===== src/rtl/core/pasp_pkg.sv =====
// Shared types and constants for the preferential attachment stub picker.
package pasp_pkg;

	// Configuration register indexes.
	localparam logic [1:0] REG_INIT_VERTICES  = 2'd0;
	localparam logic [1:0] REG_EDGES_PER_VERT = 2'd1;
	localparam logic [1:0] REG_TOTAL_STEPS    = 2'd2;

	// Result status codes.
	localparam logic [1:0] ST_EDGE   = 2'd0;
	localparam logic [1:0] ST_INIT   = 2'd1;
	localparam logic [1:0] ST_FULL   = 2'd2;
	localparam logic [1:0] ST_REJECT = 2'd3;

	// Input command codes.
	localparam logic CMD_INIT   = 1'b0;
	localparam logic CMD_ATTACH = 1'b1;

	// Largest number of edges a new vertex may make.
	localparam int unsigned MAX_EDGES = 16;

	// Datapath micro-operations issued by the controller, one per cycle.
	typedef enum logic [4:0] {
		OP_NONE,
		OP_LATCH,
		OP_INIT_BAD,
		OP_INIT_START,
		OP_INIT_FILL,
		OP_LIMIT,
		OP_MUL,
		OP_IDX,
		OP_RDV,
		OP_RDD,
		OP_ROT_RD,
		OP_ROT_WR,
		OP_ROT_END,
		OP_SCAN_RD,
		OP_SCAN_CMP,
		OP_MOVE_SETUP,
		OP_MV_RD,
		OP_MV_WR,
		OP_MV_END,
		OP_APP_V,
		OP_DEG_V,
		OP_DEG_URD,
		OP_DEG_UWR,
		OP_BOOK,
		OP_APP_U,
		OP_STEP_END,
		OP_RESULT
	} op_t;

	typedef struct packed {
		op_t        op;
		logic [1:0] res_status;
	} dp_cmd_t;

	typedef struct packed {
		logic cmd_attach;
		logic cfg_bad;
		logic active;
		logic store_full;
		logic fill_last;
		logic d_zero;
		logic rot_more;
		logic scan_ok;
		logic scan_match;
		logic mv_more;
		logic app_v_more;
		logic step_end;
		logic app_u_more;
	} dp_stat_t;

endpackage


===== src/rtl/core/pasp_ctrl.sv =====
// Controller of the stub picker: sequences datapath operations and the handshakes.
module pasp_ctrl (
	input  logic               clk,
	input  logic               arst_n,
	input  logic               in_valid,
	output logic               in_stall,
	output logic               out_valid,
	input  logic               out_stall,
	input  pasp_pkg::dp_stat_t stat,
	output pasp_pkg::dp_cmd_t  cmd
);
	import pasp_pkg::*;

	typedef enum logic [4:0] {
		S_IDLE, S_DECIDE, S_FILL, S_MUL, S_IDX, S_RDV, S_RDD, S_BRANCH,
		S_ROT, S_ROT_W, S_SCAN, S_SCAN_C, S_MVS, S_MV, S_MV_W, S_APPV,
		S_DEGV, S_DEGUR, S_DEGUW, S_BOOK, S_CHK, S_APPU, S_RESULT
	} state_t;

	state_t     state_q, state_d;
	logic [1:0] pend_q, pend_d;
	logic       out_valid_q;
	logic       slot_free;

	assign slot_free = !out_valid_q || !out_stall;
	assign in_stall  = (state_q != S_IDLE);
	assign out_valid = out_valid_q;

	// Next state and the operation issued this cycle.
	always_comb begin
		state_d        = state_q;
		pend_d         = pend_q;
		cmd.op         = OP_NONE;
		cmd.res_status = pend_q;
		unique case (state_q)
			S_IDLE: begin
				if (in_valid) begin
					cmd.op  = OP_LATCH;
					state_d = S_DECIDE;
				end
			end
			S_DECIDE: begin
				if (!stat.cmd_attach) begin
					if (stat.cfg_bad) begin
						cmd.op  = OP_INIT_BAD;
						pend_d  = ST_REJECT;
						state_d = S_RESULT;
					end else begin
						cmd.op  = OP_INIT_START;
						state_d = S_FILL;
					end
				end else if (!stat.active) begin
					pend_d  = ST_REJECT;
					state_d = S_RESULT;
				end else if (stat.store_full) begin
					pend_d  = ST_FULL;
					state_d = S_RESULT;
				end else begin
					cmd.op  = OP_LIMIT;
					state_d = S_MUL;
				end
			end
			S_FILL: begin
				cmd.op = OP_INIT_FILL;
				if (stat.fill_last) begin
					pend_d  = ST_INIT;
					state_d = S_RESULT;
				end
			end
			S_MUL: begin
				cmd.op  = OP_MUL;
				state_d = S_IDX;
			end
			S_IDX: begin
				cmd.op  = OP_IDX;
				state_d = S_RDV;
			end
			S_RDV: begin
				cmd.op  = OP_RDV;
				state_d = S_RDD;
			end
			S_RDD: begin
				cmd.op  = OP_RDD;
				state_d = S_BRANCH;
			end
			S_BRANCH: state_d = stat.d_zero ? S_ROT : S_SCAN;
			S_ROT: begin
				if (stat.rot_more) begin
					cmd.op  = OP_ROT_RD;
					state_d = S_ROT_W;
				end else begin
					cmd.op  = OP_ROT_END;
					state_d = S_DEGV;
				end
			end
			S_ROT_W: begin
				cmd.op  = OP_ROT_WR;
				state_d = S_ROT;
			end
			S_SCAN: begin
				if (stat.scan_ok) begin
					cmd.op  = OP_SCAN_RD;
					state_d = S_SCAN_C;
				end else begin
					state_d = S_MVS;
				end
			end
			S_SCAN_C: begin
				cmd.op  = OP_SCAN_CMP;
				state_d = stat.scan_match ? S_SCAN : S_MVS;
			end
			S_MVS: begin
				cmd.op  = OP_MOVE_SETUP;
				state_d = S_MV;
			end
			S_MV: begin
				if (stat.mv_more) begin
					cmd.op  = OP_MV_RD;
					state_d = S_MV_W;
				end else begin
					cmd.op  = OP_MV_END;
					state_d = S_APPV;
				end
			end
			S_MV_W: begin
				cmd.op  = OP_MV_WR;
				state_d = S_MV;
			end
			S_APPV: begin
				if (stat.app_v_more) begin
					cmd.op = OP_APP_V;
				end else begin
					state_d = S_DEGV;
				end
			end
			S_DEGV: begin
				cmd.op  = OP_DEG_V;
				state_d = S_DEGUR;
			end
			S_DEGUR: begin
				cmd.op  = OP_DEG_URD;
				state_d = S_DEGUW;
			end
			S_DEGUW: begin
				cmd.op  = OP_DEG_UWR;
				state_d = S_BOOK;
			end
			S_BOOK: begin
				cmd.op  = OP_BOOK;
				state_d = S_CHK;
			end
			S_CHK: begin
				if (stat.step_end) begin
					state_d = S_APPU;
				end else begin
					pend_d  = ST_EDGE;
					state_d = S_RESULT;
				end
			end
			S_APPU: begin
				if (stat.app_u_more) begin
					cmd.op = OP_APP_U;
				end else begin
					cmd.op  = OP_STEP_END;
					pend_d  = ST_EDGE;
					state_d = S_RESULT;
				end
			end
			S_RESULT: begin
				if (slot_free) begin
					cmd.op  = OP_RESULT;
					state_d = S_IDLE;
				end
			end
			default: state_d = S_IDLE;
		endcase
	end

	// State, pending status and output valid.
	always_ff @(posedge clk or negedge arst_n) begin
		if (!arst_n) begin
			state_q     <= S_IDLE;
			pend_q      <= ST_EDGE;
			out_valid_q <= 1'b0;
		end else begin
			state_q <= state_d;
			pend_q  <= pend_d;
			if (state_q == S_RESULT && slot_free) begin
				out_valid_q <= 1'b1;
			end else if (!out_stall) begin
				out_valid_q <= 1'b0;
			end
		end
	end

endmodule


===== config.mk =====
export PLATFORM = sky130hd
export DESIGN_NAME = pasp_ctrl
export DESIGN_NICKNAME = d
export VERILOG_FILES = /design/src/rtl/core/pasp_pkg.sv /design/src/rtl/core/pasp_ctrl.sv
export SDC_FILE = /design/constraint.sdc
export NUM_CORES = 1
export LEC_CHECK = 0
export BUFFER_PORTS_ARGS = -buffer_cell sky130_fd_sc_hd__buf_4
export CAP_MARGIN = 10
export CORE_MARGIN = 2
export CORE_UTILIZATION = 41
export DETAILED_ROUTE_END_ITERATION = 8
export PLACE_DENSITY = 0.79
export SYNTH_ARGS = -nofsm -noshare
export SYNTH_HDL_FRONTEND = slang
export SYNTH_SLANG_ARGS = --single-unit

===== constraint.sdc =====
create_clock -name clk -period 1.9 [get_ports clk]
set_clock_uncertainty 0.15 [all_clocks]
set_input_delay 0.475 -clock clk [delete_from_list [all_inputs] [get_ports clk]]
set_output_delay 0.475 -clock clk [all_outputs]
set_load 0.1 [all_outputs]

---- Yosys cells after proc, flatten, opt, wreduce, memory -nomap -nowiden ----
Index checks and enable logic that the tools add are counted.
storage, ports and cells
  register bits ........................... 8
  input bits .............................. 17
  output and inout bits ................... 9
  ROM bits ................................ 0
  bits in latches ......................... 0
  memories ................................ 0
  word-level logic and storage cells ...... 82
  bits in writable memories ............... 0
cells by class
  add/subtract/negate cells ............... 0
  reductions and logical operators ........ 10
  multiplexer cells ....................... 38
  bitwise gates (word level) .............. 0
  shift operators ......................... 0
  divide/modulo/power cells ............... 0
  eq/ne operators ......................... 31
  $mul .................................... 0
  $lt $le $gt $ge ......................... 0
operator list
  operator              number
  $pmux W5 S22          1
  $pmux W5 S21          1
  $mux W5               13
  $eq A5 B4 Y1 const B  8
  $eq A5 B5 Y1 const B  7
  $eq A5 B3 Y1 const B  4
  $mux W2               10
  $mux W3               5
  $ne A2 B2 Y1 const B  6
  $eq A5 B2 Y1 const B  2
  $pmux W2 S4           1
  $mux W1               6
  $reduce_and A6 Y1     1
  $eq A5 B1 Y1 const B  1
  $logic_not A5 Y1      1
  $reduce_and A5 Y1     1
  $reduce_bool A5 Y1    1
  $mux W4               1
  $ne A4 B4 Y1 const B  1
  $reduce_bool A4 Y1    1
  $ne A3 B3 Y1 const B  1
  $logic_not A1 Y1      2
  $ne A2 B1 Y1 const B  1
  $reduce_or A2 Y1      1
  2 further kinds       2

---- Longest topological paths before layout ----
Gate-level depths: netlist of the first run.
  depth in word-level cells ............... 4
  gate-level depth with buffers ........... 8

---- Worst setup path before layout of the first run ----
OpenSTA, ideal clock, no wires.
  kind .................................... reg-to-output
  start point ............................. register state_q[0]
  end point ............................... output cmd[6] (netlist name)
  buffers on the path ..................... 2
  required time ........................... 1.275 ns
  slack ................................... -3.249 ns
  cell stages (with the launch flop) ...... 5
  arrival time ............................ 4.524 ns
  cells stage by stage .................... dfrtp_1 > clkbuf_1 > clkbuf_1 > a21oi_1 > o311ai_0
RTL lines
  element                   RTL line          RTL
  start: declaration        pasp_ctrl.sv:20   state_t state_q, state_d;
  start signal: assignment  pasp_ctrl.sv:186  state_q <= state_d;
  end: declaration          pasp_ctrl.sv:10   output pasp_pkg::dp_cmd_t cmd

==> results of run 1 <==
==> layer usage <==
layer | GRT usage | vias up | part of all wire | wire [um]
met5 | 0 | - | 0 | 0
met4 | 0.221 | 0 | 0.060 | 342
met3 | 0.0333 | 47 | 0.11 | 634
met2 | 0.594 | 154 | 0.47 | 2660
met1 | 0.471 | 763 | 0.36 | 2070
li1 | - | 700 | - | -
==> flip-flops by register name (all words and copies together) (netlist names) <==
name / flops
state_q: 5
out_valid: 1
pend_q: 2
==> placed cells by master, fill, tap and decap left out, types with 3 or more instances in the layout <==
cell type  synthesis  layout
buf_6              1      16
a21oi_1            9       5
nor2_1            10       7
a31oi_1            3       3
a21oi_2            0       4
buf_4              0      66
o21ai_0           12       8
buf_12             0       7
clkbuf_4           0       3
nand2_1           12      11
nand2b_1           6       5
nor3_1             5       5
dfrtp_2            0       6
inv_1              6       3
==> worst paths after layout <==
check                                  startpoint                      to  cells after the start
min in group clk                        out_stall   out_valid$_DFFE_PN0P_                      3
max in group asynchronous                  arst_n  state_q[0]$_DFFE_PN0P_                      2
setup / recovery           state_q[3]$_DFFE_PN0P_                  cmd[6]                      6
hold reg to reg             pend_q[0]$_DFFE_PN0P_   pend_q[0]$_DFFE_PN0P_                      2
setup reg to reg           state_q[3]$_DFFE_PN0P_   pend_q[1]$_DFFE_PN0P_                      9
hold / removal                             arst_n   pend_q[0]$_DFFE_PN0P_                      2
==> through the flow <==
stage / setup WS (ns) / cell area, um2 / std cells / hold slack [ns]
CTS: -0.620 / 2020 / 251 / 0.301
global route: -0.768 / 2110 / 253 / 0.414
finish: -0.757 / 2110 / 253 / 0.406
floorplan: -0.455 / 1210 / 142 / 0.0294
global placement: -0.439 / 1720 / 236 / 0.144
detailed placement: -0.464 / 1720 / 236 / 0.145
==> cell usage after synthesis (3+ instances only) <==
cell      instances  area, um2
a31oi_1           3       18.8
o22ai_1           4       25.0
nor2_1           10       37.5
nand3_1           3       15.0
or3_1             3       18.8
dfrtp_1           8        200
a21oi_1           9       45.0
o21ai_0          12       60.1
clkbuf_1          5       18.8
nor3_1            5       25.0
nand2_1          12       45.0
buf_2             7       35.0
nand2b_1          6       37.5
nor3b_1           3       22.5
inv_1             6       22.5
==> critical path, stage by stage (launching register included) <==
cell      delay [ns]
dfrtp_2         0.49
nor3b_1         0.36
nand2_1         0.21
a21oi_2         0.26
nor2_2          0.13
o311ai_4        0.11
buf_12          0.21
==> final cells by class <==
class | instances | area, um2 | share of cell area
multi-input cells | 115 | 985 | 0.467
repair buffers | 90 | 826 | 0.392
flip-flops and latches | 8 | 208 | 0.0985
well taps | 30 | 37.5 | 0.0178
clock buffers | 4 | 26.3 | 0.0125
inverters | 6 | 26.3 | 0.0125
==> cell families after synthesis <==
kind of cell / count (synthesis)
and+or+nand+nor: 59
AOI/OAI and AO/OA: 52
buffers and inverters: 19
DFF: 8
muxes: 4
==> what timing repair did <==
item / in CTS / in global routing
pin swaps: 13 / 13
gates resized for setup: 50 / 18
buffers inserted: 13 / 6
endpoints found under the setup margin: 12 / 12
hold buffers: 1 / 0
endpoints found under the hold margin: 8 / 0
==> impl_metrics.yaml, run 1 <==
clocking:
  h-tree-depth: 1
  cts_root_buf: "clkbuf_4"
  cts_tree: "done"
  cts_sinks: 8
  cts.path.max_buffers: 2
  numCtsBuffers: 3
  clk_latency_ns: 0.27
  clkSlewWorstSetupHoldPaths_ns: 0.07
sta:
  setup_ws_ns: -0.757
  finalCriticalPeriod_ns: 2.66
  finalCritPeriodShare: 1.40
  max_freq_ghz: 0.376
  tns_ns: -6.30
  setup_viol: 12
  max_slew_margin: 0.574
  grt_setup_unrepaired: "true"
  final-hold-violation-count: 0
  slew_viol_final: 0
  tightest_slew_ns: 0.632
die:
  io_pins: 26
  fp.coreArea_um2: 2430
  start_util: 0.425
  die_y_um: 54.2
  placementRows: 18
  die_w_um: 54.2
  die_area_um2: 2940
worst_setup_path:
  path_max_fanout: 8
  cp-end-kind: "output pin"
  crit_required_ns: 1.27
  arrival_ns: 2.03
  rrSetupSlack_ns: -0.50
  critPathKind: "flop to output pin"
  critPathLaunchType: "flop"
synth:
  synth_area_um2: 1030
  netlist-cell-type-count: 51
  synthFlopType: "dfrtp_1"
  avgSynthCellArea_um2: 7.28
  async_flop_share: 1.00
  synth-xor-area-share: 0
  syn-instance-count: 142
  syn-num-nets: 159
  synthMuxAreaShare: 0.0448
  ys_seq_elements: 8
  synth_top_family_by_area: "compound AO/OA/AOI/OAI gates"
  seq_area_frac_synth: 0.194
  synth_fa_ha_area_frac: 0
  synth_compound_area_frac: 0.343
  synth_simple_gate_area_frac: 0.334
  ys_warn_count: 0
  synth_edf_count: 0
layout:
  utilization: 0.867
  drive_gt1_frac: 0.614
  nets: 241
  num_antenna_cells: 0
  syn_to_final_growth_pct: 104
  nFillCells: 109
outcome:
  status: "finished with violations"
  violations: "negative setup slack"
detailed_routing:
  drc: 0
  drt_iter0_markers: 119
  vias: 1664
  via_per_inst: 6.58
  wire_per_inst_um: 22.6
  postRouteAntennaNets: 0
  dr.pass1.iters: 5
  routed_wl_um: 5710
placement:
  port_buffers: 25
  place_congestion: 0.887
  dp_hpwl_um: 3260
grt:
  antenna_found_initial: 0
  grt_pass1_vias: 1528
  grt_pass1_wl_um: 7540
  grt_usage: 0.368
  grt_max_degree: 10
  grt_overflow: 0
flow_run:
  cap_violations: 0
worst_hold_path:
  hp-class: "input port to asynchronous set/reset pin"
Power of run 1 is not shown: default switching activity piles up to over one toggle a cycle in this logic, so the estimate is an artifact.
==> run 2: changes to the inputs <==
--- a/config.mk
+++ b/config.mk
@@ -10,7 +10,7 @@
 export CORE_MARGIN = 2
 export CORE_UTILIZATION = 41
 export DETAILED_ROUTE_END_ITERATION = 8
-export PLACE_DENSITY = 0.79
+export PLACE_DENSITY = 0.76
 export SYNTH_ARGS = -nofsm -noshare
 export SYNTH_HDL_FRONTEND = slang
 export SYNTH_SLANG_ARGS = --single-unit
==> constraint.sdc (replaced) <==
create_clock -name clk -period 2.45 [get_ports clk]
set_clock_uncertainty 0.15 [all_clocks]
set_input_delay 0.6125 -clock clk [delete_from_list [all_inputs] [get_ports clk]]
set_output_delay 0.6125 -clock clk [all_outputs]
set_load 0.1 [all_outputs]
==> impl_metrics.yaml, run 2 (synthesis gave the netlist of run 1 again) <==
clocking:
  cts_root_buf: "clkbuf_4"
  clk_latency_ns: 0.27
  clkSlewWorstSetupHoldPaths_ns: 0.06
  hold_buffers: 0
  cts.path.max_buffers: 2
  numCtsBuffers: 3
  cts_tree: "done"
  h-tree-depth: 1
  cts_sinks: 8
layout:
  multi_input_area_um2: 935
  final_common_cell: "buf_4"
  stdcell_count: 236
  layout_common_cells: "buf_4 (59), nand2_1 (11), o21ai_0 (9)"
  top_register: "state_q"
  drive_gt1_frac: 0.539
  largest_reg_flops: 5
  nFillCells: 167
  num_antenna_cells: 0
  syn_to_final_growth_pct: 82.0
  nets: 224
  ff_latch_area_um2: 206
  utilization: 0.773
sta:
  finalCritPeriodShare: 1.07
  max_freq_ghz: 0.381
  setup_ws_ns: -0.174
  tightest_slew_ns: 0.669
  setup_viol: 7
  slew_viol_final: 0
  max_slew_margin: 0.550
  finalCriticalPeriod_ns: 2.62
  final-hold-violation-count: 8
  hold_ws_ns: -0.00370
  grt_setup_unrepaired: "true"
worst_setup_path:
  rr_endpoint: "pend_q[0]$_DFFE_PN0P_"
  reg2regPathDepth: 8
  r2r-start: "state_q[0]$_DFFE_PN0P_"
  cp-end-kind: "output pin"
  crit_required_ns: 1.69
  critPathLaunchType: "flop"
  path_max_fanout: 7
  arrival_ns: 1.86
  rrSetupSlack_ns: -0.02
  critPathKind: "flop to output pin"
die:
  start_util: 0.425
  placementRows: 18
  io_pins: 26
  die_w_um: 54.2
  die_y_um: 54.2
  fp.coreArea_um2: 2430
  die_area_um2: 2940
worst_hold_path:
  hp-class: "input port to asynchronous set/reset pin"
placement:
  pre_cts_ws_ns: -0.0725
  port_buffers: 25
  place_congestion: 0.978
  place_inst: 222
  dp_hpwl_um: 2810
grt:
  grt_usage: 0.298
  grt_overflow: 0
  antenna_found_initial: 0
  grt_max_degree: 13
  grt_pass1_vias: 1342
  grt_pass1_wl_um: 6200
outcome:
  violations: "negative hold slack, negative setup slack"
  status: "finished with violations"
flow_run:
  cap_violations: 0
detailed_routing:
  routed_wl_um: 4400
  drc: 0
  wire_per_inst_um: 18.6
  dr.pass1.iters: 4
  drt_iter0_markers: 56
  via_per_inst: 6.22
  postRouteAntennaNets: 0
  vias: 1468
[run 2: worst max-delay path by stage]
| stage | start | end | slack (ns) | depth (start not counted) |
|---|---|---|---|---|
| 6_report | state_q[0]$_DFFE_PN0P_ | cmd[3] | -0.17 | 7 |
| 3_3_place_gp | stat[3] | cmd[3] | -0.06 | 6 |
| 5_1_grt | state_q[0]$_DFFE_PN0P_ | cmd[3] | -0.21 | 7 |
| 2_1_floorplan | state_q[2]$_DFFE_PN0P_ | cmd[2] | -0.04 | 5 |
| 3_5_place_dp | state_q[3]$_DFFE_PN0P_ | cmd[6] | -0.07 | 6 |
| 4_1_cts | state_q[0]$_DFFE_PN0P_ | cmd[3] | -0.16 | 7 |
[run 2: per-stage QoR]
step	setup TNS, ns	instance area, um2	hold slack, ns
after floorplan	-0.0963	1130	0.167
after global placement	-0.0744	1550	0.285
after detailed placement	-0.208	1550	0.287
after CTS	-0.554	1820	0.000702
after global routing	-1.09	1880	0.00623
final	-0.731	1880	-0.00370
[run 2: repair_timing]
action	in CTS	in global routing
pin swaps	8	5
endpoints found under the hold margin	0	0
endpoints found under the setup margin	6	7
gates resized for setup	49	7
buffers inserted	8	2
[run 2: routing by layer]
metal	up-vias	wire, um	GRT usage
li1	667	-	-
met1	722	1880	0.380
met2	65	2170	0.498
met3	14	224	0.0639
met4	0	119	0.0917
met5	-	0	0
[run 2: cell type report]
type / instances / share of cell area
flip-flops and latches: 8 / 0.110
well taps: 30 / 0.0200
repair buffers: 73 / 0.347
inverters: 6 / 0.0120
multi-input cells: 115 / 0.497
clock buffers: 4 / 0.0140
[run 2: critical path, cell delays in order, from the launching register on]
cell	delay [ns]
dfrtp_2	0.46
buf_6	0.15
nand2_4	0.05
nor2_2	0.04
a21oi_2	0.13
nor2_1	0.06
or4_4	0.52
buf_12	0.18
Power of run 2 is left out for the same reason.
==> run 3: changes to the inputs <==
--- a/config.mk
+++ b/config.mk
@@ -11,6 +11,7 @@
 export CORE_UTILIZATION = 41
 export DETAILED_ROUTE_END_ITERATION = 8
 export PLACE_DENSITY = 0.76
+export SKIP_LAST_GASP = 1
 export SYNTH_ARGS = -nofsm -noshare
 export SYNTH_HDL_FRONTEND = slang
 export SYNTH_SLANG_ARGS = --single-unit
==> impl_metrics.yaml, run 3 (synthesis gave the netlist of run 1 again) <==
outcome:
  status: "finished with violations"
  violations: "negative setup slack"
placement:
  place_inst: 222
  dp_hpwl_um: 2810
  place_congestion: 0.978
  port_buffers: 25
layout:
  top_register: "state_q"
  largest_reg_flops: 5
  nets: 224
  drive_gt1_frac: 0.539
  syn_to_final_growth_pct: 80.5
  layout_common_cells: "buf_4 (63), nand2_1 (11), o21ai_0 (9)"
  num_antenna_cells: 0
  final_common_cell: "buf_4"
  stdcell_count: 236
sta:
  setup_viol: 7
  finalCriticalPeriod_ns: 2.62
  tightest_slew_ns: 0.663
  max_freq_ghz: 0.382
  max_slew_margin: 0.554
  finalCritPeriodShare: 1.07
  grt_setup_unrepaired: "true"
  final-hold-violation-count: 0
  setup_ws_ns: -0.167
  slew_viol_final: 0
worst_setup_path:
  critPathSlowestCell: "dfrtp_1"
  crit_required_ns: 1.69
  path_common_cell: "buf_4"
  crit_buf_inv: 3
  arrival_ns: 1.85
  critPathKind: "flop to output pin"
  path_max_fanout: 12
  crit_path_cell_trace: "buf_4 -> buf_4 -> nor4_2 -> o41ai_2 -> o22ai_4 -> buf_12"
  slowest_delay_ns: 0.42
  cp-end-kind: "output pin"
  crit_family: "buffers and inverters"
  rrSetupSlack_ns: -0.01
  critPathLaunchType: "flop"
clocking:
  cts_tree: "done"
  clk_latency_ns: 0.27
  h-tree-depth: 1
  clkSlewWorstSetupHoldPaths_ns: 0.06
  cts_sinks: 8
  cts_root_buf: "clkbuf_4"
  cts.path.max_buffers: 2
  numCtsBuffers: 3
  hold_buffers: 0
grt:
  grt_max_degree: 13
  grt_pass1_wl_um: 6100
  grt_overflow: 0
  grt_usage: 0.294
  grt_pass1_vias: 1324
  antenna_found_initial: 0
worst_hold_path:
  hp-class: "input port to asynchronous set/reset pin"
detailed_routing:
  wire_per_inst_um: 18.5
  dr.pass1.iters: 4
  drt_iter0_markers: 34
  postRouteAntennaNets: 0
  vias: 1453
  drc: 0
  via_per_inst: 6.16
  routed_wl_um: 4370
die:
  io_pins: 26
  die_area_um2: 2940
  die_y_um: 54.2
  placementRows: 18
  fp.coreArea_um2: 2430
  start_util: 0.425
  die_w_um: 54.2
flow_run:
  cap_violations: 0
## run 3: timing repair
action                                  CTS  global route
gates resized for setup                  40            12
pin swaps                                 6             8
buffers inserted                          8             2
endpoints found under the setup margin    6             7
## run 3: through the flow
stage	hold WS [ns]	TNS, ns	util	instance area [um2]	worst slack, ns
floorplan	0.167	-0.0963	-	1130	-0.0429
global placement	0.285	-0.0744	0.635	1550	-0.0594
detailed placement	0.287	-0.208	0.635	1550	-0.0725
CTS	0.000702	-0.744	0.733	1780	-0.156
global route	0.00623	-1.22	0.767	1870	-0.227
finish	0.000650	-0.791	0.767	1870	-0.167
## run 3: final cells by class
cell class,count,area [um2]
multi-input cells,115,935
repair buffers,73,638
fillers,165,567
flip-flops and latches,8,206
well taps,30,37.5
clock buffers,4,26.3
inverters,6,22.5
## run 3: path summary, 6_finish.rpt
kind | endpoint | cells after the start | startpoint
max reg2reg | pend_q[0]$_DFFE_PN0P_ | 8 | state_q[0]$_DFFE_PN0P_
max in group asynchronous | state_q[4]$_DFFE_PN0P_ | 1 | arst_n
min | pend_q[0]$_DFFE_PN0P_ | 1 | arst_n
min in group clk | out_valid$_DFFE_PN0P_ | 2 | out_valid$_DFFE_PN0P_
min reg2reg | out_valid$_DFFE_PN0P_ | 2 | out_valid$_DFFE_PN0P_
max | cmd[4] | 6 | state_q[1]$_DFFE_PN0P_
## run 3: layer usage
layer	track usage	up-vias	part of all wire
met5	0	-	0
met4	0.108	0	0.023
met3	0.0722	12	0.085
met2	0.482	86	0.50
met1	0.369	688	0.39
li1	-	667	-
Power of run 3 is left out for the same reason.
